[src/rtl/etq_pkg.sv]
package etq_pkg;

	localparam int ANGLE_BITS    = 16;
	localparam int OUT_FRAC_BITS = 15;
	localparam int CORDIC_STAGES = 16;
	localparam int WORK_FRAC     = 30;
	localparam int CW            = 34;
	localparam int ZW            = 35;
	localparam logic signed [CW-1:0] INV_GAIN = CW'(652032874);
	localparam int OUT_SH        = WORK_FRAC - OUT_FRAC_BITS;

	typedef struct packed {
		logic signed [ANGLE_BITS-1:0] angle_x;
		logic signed [ANGLE_BITS-1:0] angle_y;
		logic signed [ANGLE_BITS-1:0] angle_z;
	} req_in_t;

	typedef struct packed {
		logic signed [15:0] quat_x;
		logic signed [15:0] quat_y;
		logic signed [15:0] quat_z;
		logic signed [15:0] quat_w;
	} req_out_t;

	typedef struct packed {
		logic signed [CW-1:0] c;
		logic signed [CW-1:0] s;
	} cs_t;

	function automatic logic signed [ZW-1:0] atan_t(input int i);
		logic [31:0] v;
		case (i)
			0:  v = 32'h20000000;  1: v = 32'h12E4051D;  2: v = 32'h09FB385B;
			3:  v = 32'h051111D4;  4: v = 32'h028B0D43;  5: v = 32'h0145D7E1;
			6:  v = 32'h00A2F61E;  7: v = 32'h00517C55;  8: v = 32'h0028BE53;
			9:  v = 32'h00145F2F; 10: v = 32'h000A2F98; 11: v = 32'h000517CC;
			12: v = 32'h00028BE6; 13: v = 32'h000145F3; 14: v = 32'h0000A2F9;
			15: v = 32'h0000517C; 16: v = 32'h000028BE; 17: v = 32'h0000145F;
			18: v = 32'h00000A2F; 19: v = 32'h00000517; 20: v = 32'h0000028B;
			21: v = 32'h00000145; 22: v = 32'h000000A2; 23: v = 32'h00000051;
			24: v = 32'h00000028; 25: v = 32'h00000014; 26: v = 32'h0000000A;
			27: v = 32'h00000005; 28: v = 32'h00000002; 29: v = 32'h00000001;
			default: v = 32'h0;
		endcase
		return {2'b00, v, 1'b0};
	endfunction

	function automatic logic signed [CW-1:0] rnd30(input logic signed [CW+CW+1:0] v);
		logic signed [CW+CW+1:0] t;
		t = v + (CW+CW+2)'(64'sd1 <<< (WORK_FRAC-1));
		return CW'(t >>> WORK_FRAC);
	endfunction

	function automatic logic signed [15:0] to_out(input logic signed [CW-1:0] v);
		logic signed [CW:0] t;
		if (OUT_SH == 0)
			t = (CW+1)'(v);
		else
			t = ((CW+1)'(v) + (CW+1)'(64'sd1 <<< (OUT_SH > 0 ? OUT_SH-1 : 0))) >>> OUT_SH;
		if (t > 32767)
			return 16'sh7FFF;
		else if (t < -32768)
			return 16'sh8000;
		return t[15:0];
	endfunction

endpackage

[src/rtl/etq_cordic.sv]
module etq_cordic (
	input  logic                                   clk,
	input  logic                                   en,
	input  logic signed [etq_pkg::ANGLE_BITS-1:0]  angle,
	output etq_pkg::cs_t                           cs
);
	import etq_pkg::*;

	logic signed [CW-1:0] x_s [CORDIC_STAGES+1];
	logic signed [CW-1:0] y_s [CORDIC_STAGES+1];
	logic signed [ZW-1:0] z_s [CORDIC_STAGES+1];

	assign x_s[0] = INV_GAIN;
	assign y_s[0] = '0;
	assign z_s[0] = ZW'(angle) <<< (32 - ANGLE_BITS);

	for (genvar i = 0; i < CORDIC_STAGES; i++) begin : g_st
		if (i % 4 == 3 || i == CORDIC_STAGES-1) begin : g_reg
			always_ff @(posedge clk) begin
				if (en) begin
					if (!z_s[i][ZW-1]) begin
						x_s[i+1] <= x_s[i] - (y_s[i] >>> i);
						y_s[i+1] <= y_s[i] + (x_s[i] >>> i);
						z_s[i+1] <= z_s[i] - atan_t(i);
					end else begin
						x_s[i+1] <= x_s[i] + (y_s[i] >>> i);
						y_s[i+1] <= y_s[i] - (x_s[i] >>> i);
						z_s[i+1] <= z_s[i] + atan_t(i);
					end
				end
			end
		end else begin : g_comb
			always_comb begin
				if (!z_s[i][ZW-1]) begin
					x_s[i+1] = x_s[i] - (y_s[i] >>> i);
					y_s[i+1] = y_s[i] + (x_s[i] >>> i);
					z_s[i+1] = z_s[i] - atan_t(i);
				end else begin
					x_s[i+1] = x_s[i] + (y_s[i] >>> i);
					y_s[i+1] = y_s[i] - (x_s[i] >>> i);
					z_s[i+1] = z_s[i] + atan_t(i);
				end
			end
		end
	end

	assign cs.c = x_s[CORDIC_STAGES];
	assign cs.s = y_s[CORDIC_STAGES];
endmodule

[config.mk]
export PLATFORM = sky130hd
export DESIGN_NAME = etq_cordic
export DESIGN_NICKNAME = d
export VERILOG_FILES = /design/src/rtl/etq_pkg.sv /design/src/rtl/etq_cordic.sv
export SDC_FILE = /design/constraint.sdc
export NUM_CORES = 2
export LEC_CHECK = 0
export BUFFER_PORTS_ARGS = -buffer_cell sky130_fd_sc_hd__buf_2
export CORE_UTILIZATION = 56
export DETAILED_ROUTE_END_ITERATION = 8
export PLACE_DENSITY = 0.7
export SLEW_MARGIN = 20
export SYNTH_ARGS = -nofsm -noshare
export SYNTH_HDL_FRONTEND = slang
export SYNTH_SLANG_ARGS = --single-unit
[constraint.sdc]
create_clock -name clk -period 36 [get_ports clk]
set_input_delay 7.2 -clock clk [delete_from_list [all_inputs] [get_ports clk]]
set_output_delay 7.2 -clock clk [all_outputs]
set_load 0.02 [all_outputs]
Word-level counts from Yosys, hierarchy flattened
Cells that the tools add are included.
- $add $sub $neg: 90
- mux-type cells: 46
- operator list (kind ; number):
    $mux W34 ; 31
    $mux W35 ; 15
    $add A34 B19 Y34 ; 2
    $add A34 B20 Y34 ; 2
    $add A34 B21 Y34 ; 2
    $add A34 B22 Y34 ; 2
    $add A34 B23 Y34 ; 2
    $add A34 B24 Y34 ; 2
    $add A34 B25 Y34 ; 2
    $add A34 B26 Y34 ; 2
    $add A34 B27 Y34 ; 2
    $add A34 B28 Y34 ; 2
    $add A34 B29 Y34 ; 2
    $add A34 B30 Y34 ; 2
    $add A34 B31 Y34 ; 2
    $add A34 B32 Y34 ; 2
    $sub A34 B19 Y34 ; 2
    $sub A34 B20 Y34 ; 2
    $sub A34 B21 Y34 ; 2
    $sub A34 B22 Y34 ; 2
    $sub A34 B23 Y34 ; 2
    $sub A34 B24 Y34 ; 2
    $sub A34 B25 Y34 ; 2
    $sub A34 B26 Y34 ; 2
    40 further kinds ; 46
- flip-flop bits (word level): 377
- output and inout bits: 68

Logic depth before layout (Yosys ltp)
- depth in word-level cells: 8
- depth in mapped cells: 67
- gate-level depth less buffers: 66

Worst setup path after synthesis
OpenSTA, ideal clock, no wires.
- kind: input-to-reg
- start point: input angle[0] (netlist bit)
- end point: register x_s[438] (netlist bit), data pin
- library setup time: 0.262 ns
- data arrival time: 16.290 ns
- data required time: 35.738 ns
- slack: 19.448 ns
- stages: 47
- path through: ha_1 fa_1 a21o_1 a21oi_1 o21bai_1 a21oi_1 o21bai_1 a41o_1 a21o_1 clkbuf_1 clkbuf_1 ha_1 clkbuf_1 nor2_1 o21ai_0 a21oi_1 o21bai_1 a21oi_1 [11 not listed] xor2_1 ha_1 nor2b_1 o21ai_0 a21boi_0 o21ai_0 a21boi_0 o21a_1 o21ai_0 a21oi_1 o41a_1 a22o_1 o21ai_0 o21ai_0 o41ai_1 o21bai_1 a211oi_1 nor3_1
- word-level cells in the longest chain between the ends: 7
- elaborated cells on any way between the ends: 20
- those cells by class: 12 x add/sub; 8 x mux
- ends and longest elaborated chain (what ; RTL line ; source):
    start, declared ; etq_cordic.sv:4 ; input logic signed [etq_pkg::ANGLE_BITS-1:0] angle,
    $sub A32 B32 Y33 or $add A32 B32 Y33 (tied branches) ; etq_cordic.sv:37, etq_cordic.sv:41 ;
    $mux W35 (*) ; etq_cordic.sv:34 ; if (!z_s[i][ZW-1]) begin
    $sub A35 B31 Y35, or another cell as far along ; etq_cordic.sv:37 ; z_s[i+1] = z_s[i] - atan_t(i);
    $mux W35, or another cell as far along ; etq_cordic.sv:34 ;
    $sub A35 B30 Y35, or another cell as far along ; etq_cordic.sv:37 ;
    $mux W35, or another cell as far along ; etq_cordic.sv:34 ;
    $mux W34 (*) ; etq_cordic.sv:21 ; if (!z_s[i][ZW-1]) begin
    end signal, assigned by index ; etq_cordic.sv:22 ; x_s[i+1] <= x_s[i] - (y_s[i] >>> i);
    end signal, assigned by index ; etq_cordic.sv:26 ; x_s[i+1] <= x_s[i] + (y_s[i] >>> i);
    end, declared ; etq_cordic.sv:9 ; logic signed [CW-1:0] x_s [CORDIC_STAGES+1];
Every way passes the cells marked *; elsewhere a longest branch is shown, timed or not.
A chain may end at the register's enable or synchronous reset.

Worst setup path in the final report
- start point: input angle[14] (netlist bit)
- end point: register y_s[438] (netlist bit), data pin
- word-level cells in the longest chain between the ends: 7
- elaborated cells on any way between the ends: 20
- those cells by class: 12 x add/sub; 8 x mux
- ends and longest elaborated chain (what ; RTL line ; source):
    $sub A32 B32 Y33 or $add A32 B32 Y33 (tied branches) ; etq_cordic.sv:37, etq_cordic.sv:41 ;
    $mux W35 (*) ; etq_cordic.sv:34 ;
    $sub A35 B31 Y35, or another cell as far along ; etq_cordic.sv:37 ;
    $mux W35, or another cell as far along ; etq_cordic.sv:34 ;
    $sub A35 B30 Y35, or another cell as far along ; etq_cordic.sv:37 ;
    $mux W35, or another cell as far along ; etq_cordic.sv:34 ;
    $mux W34 (*) ; etq_cordic.sv:21 ;
    end signal, assigned by index ; etq_cordic.sv:23 ; y_s[i+1] <= y_s[i] + (x_s[i] >>> i);
    end signal, assigned by index ; etq_cordic.sv:27 ; y_s[i+1] <= y_s[i] - (x_s[i] >>> i);
    end, declared ; etq_cordic.sv:10 ; logic signed [CW-1:0] y_s [CORDIC_STAGES+1];
Marks and branches as above.

==> results.py <==
metrics = {
    "status": {
        "status": "finished with violations",
        "violations": "DRC",
    },
    "floorplan": {
        "dieArea_um2": 157000,
        "io_pins": 86,
        "num_rows": 144,
        "fp.coreArea_um2": 154000,
        "fp.dieW_um": 397,
        "initial_core_util_pct": 56.5,
        "die_h_um": 397,
    },
    "global_route": {
        "grt_usage_pct": 31.9,
        "grt_max_degree": 102,
        "antenna_found_initial": 2,
        "grt-ovfl-total": 0,
        "grt_pass1_wl_um": 411000,
        "grt_pass1_vias": 76581,
    },
    "clocking": {
        "cts_tree": "yes",
        "numCtsBuffers": 46,
        "cts_resized": 0,
        "root_buffer": "clkbuf_16",
        "path_clk_slew_ns": 0.05,
        "ctsHoldBuffers": 0,
        "cts.htree.levels": 2,
        "cts_sinks": 371,
        "cts_buffer_depth": 3,
        "cts_setup_buffers": 0,
        "clock_latency_ns": 0.65,
    },
    "critical_path": {
        "crit_path_end_kind": "flip-flop",
        "r2r_end": "y_s[304]$_DFFE_PP_",
        "critical_path.max_stage_delay_ns": 0.62,
        "reg2reg_depth": 61,
        "worstPathMaxFanout": 70,
        "critPathBufInv": 9,
        "critical-path-top-delay-family": "compound AO/OA/AOI/OAI gates",
        "crit_slowest_cell": "buf_4",
        "crit_path_end": "y_s[438]$_DFFE_PP_",
        "r2r_setup_slack_ns": 18.34,
        "crit_top_cell": "a21oi_1",
        "cp-start-kind": "input port",
        "path_depth": 47,
        "critical_path_class": "in -> reg",
        "worstPathArrival_ns": 18.53,
        "cp.required_ns": 36.36,
        "r2r-start": "z_s[454]$_DFFE_PP_",
        "worstSetupStartpoint": "angle[14]",
    },
    "timing": {
        "finClkSkew_ns": 0.0517,
        "relSlewSlack_pct": 18.7,
        "fin_tns_setup_ns": 0,
        "worst_slew_pin_slew_ns": 1.21,
        "finalHoldViolCount": 0,
        "period_share_pct": 50.5,
        "period_minus_slack_ns": 18.17,
        "rsz0062_at_grt": "false",
        "setup_viol": 0,
        "max_freq_mhz": 55.0,
        "slew_viol_final": 0,
    },
    "routing": {
        "antenna_left": 0,
        "route.detailed.drc": 2,
        "avgViaCountPerCell": 6.27,
        "wl_um": 262000,
        "firstDrtPassIters": 9,
        "via_count": 83073,
        "routedWlPerCell_um": 19.8,
        "drtIter0Drc": 6849,
    },
    "placement": {
        "io_buffers": 85,
        "place.gp.congestion": 0.988,
        "dp_hpwl_um": 220000,
    },
    "cells_and_area": {
        "layout_commonest_cell": "ha_1",
        "final_cell_mix": "1346 x ha_1, 1143 x xnor2_1, 1135 x a21oi_1, 940 x nor2_1, 720 x o21ai_0",
        "syn_to_final_growth_pct": 4.42,
        "final_nets": 12572,
        "n_fill_cell": 14455,
        "layout-drive-gt1-share_pct": 3.74,
    },
    "logic_synthesis": {
        "ys_ff_latch": 371,
        "ys_types": 92,
        "synth_area_per_cell_um2": 7.77,
        "synth.yosys.seq_area_share_pct": 12.8,
        "synth_edf_count": 371,
        "synth_nets": 12624,
        "synthFlopType": "edfxtp_1",
        "ys_warn_count": 0,
        "netlist_area_um2": 87200,
        "async_flop_share_pct": 0,
        "syn_inst": 11222,
    },
    "worst_hold_path": {
        "hold_depth": 4,
        "hold_path_class": "reg -> reg",
    },
    "flow_run": {
        "cap_viol_max_count": 0,
    },
}
[cell type report]
cell class | instances | area [µm²] | area share, %
Clock buffer | 54 | 1200 | 1.32
Antenna cell | 2 | 5.00 | 0.00550
Clock inverter | 28 | 310 | 0.341
Timing Repair Buffer | 144 | 878 | 0.964
Tap cell | 2044 | 2560 | 2.81
Sequential cell | 371 | 11100 | 12.2
Inverter | 616 | 2310 | 2.54
Multi-Input combinational cell | 9991 | 72700 | 79.8
[logic make-up (layout without fill, tap and decap cells)]
group | after synthesis | after routing | share of synthesized area, %
xor+xnor | 1710 | 1710 | 17.3
simple gates | 3104 | 3104 | 17.4
other cells | 0 | 2 | 0
buf+inv | 860 | 842 | 4.01
flops | 371 | 371 | 12.8
compound gates | 3662 | 3662 | 26.8
fa+ha+maj | 1384 | 1384 | 20.2
mux | 131 | 131 | 1.59
[worst min-delay path: stages (launching register included)]
cell and delay [ns]:
edfxtp_1 0.33, ha_1 0.15, ha_1 0.14, ha_1 0.13, ha_1 0.13
[per-stage QoR]
stage | setup WS (ns) | hold WS, ns | instance area [µm²] | cells | utilization [%]
CTS | 17.96 | 0.986 | 91100 | 13248 | 59.0
detailed placement | 17.36 | 0.966 | 89500 | 13166 | 58.0
finish | 17.83 | 0.984 | 91100 | 13250 | 59.0
global placement | 17.59 | 0.971 | 89500 | 13166 | 58.0
floorplan | 19.45 | 0.857 | 87200 | 11222 | -
global route | 16.76 | 1.04 | 91100 | 13248 | 59.0
[synth_stat cells (all sizes together) (161+ instances only)]
master / n / area [µm²]
nand2b: 193 / 1210
ha: 1346 / 16800
o21a: 203 / 1520
inv: 608 / 2280
edfxtp: 371 / 11100
nand3: 197 / 986
xor2: 560 / 4900
o21bai: 161 / 1210
nand2: 686 / 2570
xnor2: 1150 / 10100
a21oi: 1136 / 5690
a21o: 444 / 3330
nor3: 282 / 1420
o21ai: 726 / 3630
nor2: 940 / 3530
[registers in the layout (all words and copies together), names as in the netlist]
name and count:
y_s 102, z_s 99, cs 68, x_s 102
[worst min path at each step]
stage,startpoint,end,slack (ns)
detailed placement,x_s[272]$_DFFE_PP_,x_s[136]$_DFFE_PP_,0.97
floorplan,x_s[272]$_DFFE_PP_,x_s[136]$_DFFE_PP_,0.86
CTS,x_s[272]$_DFFE_PP_,x_s[136]$_DFFE_PP_,0.99
global placement,x_s[272]$_DFFE_PP_,x_s[136]$_DFFE_PP_,0.97
finish,x_s[272]$_DFFE_PP_,x_s[136]$_DFFE_PP_,0.98
global route,x_s[272]$_DFFE_PP_,x_s[136]$_DFFE_PP_,1.04
[metal layers]
layer	up-vias	wire, µm	track usage, %
met5	-	8	0
met4	2	8040	9.98
met3	360	15400	3.07
met2	2442	119000	52.8
met1	39118	120000	43.4
li1	41151	-	-
Power is not shown: default switching activity piles up to over one toggle a cycle in this logic, so the estimate is an artifact.
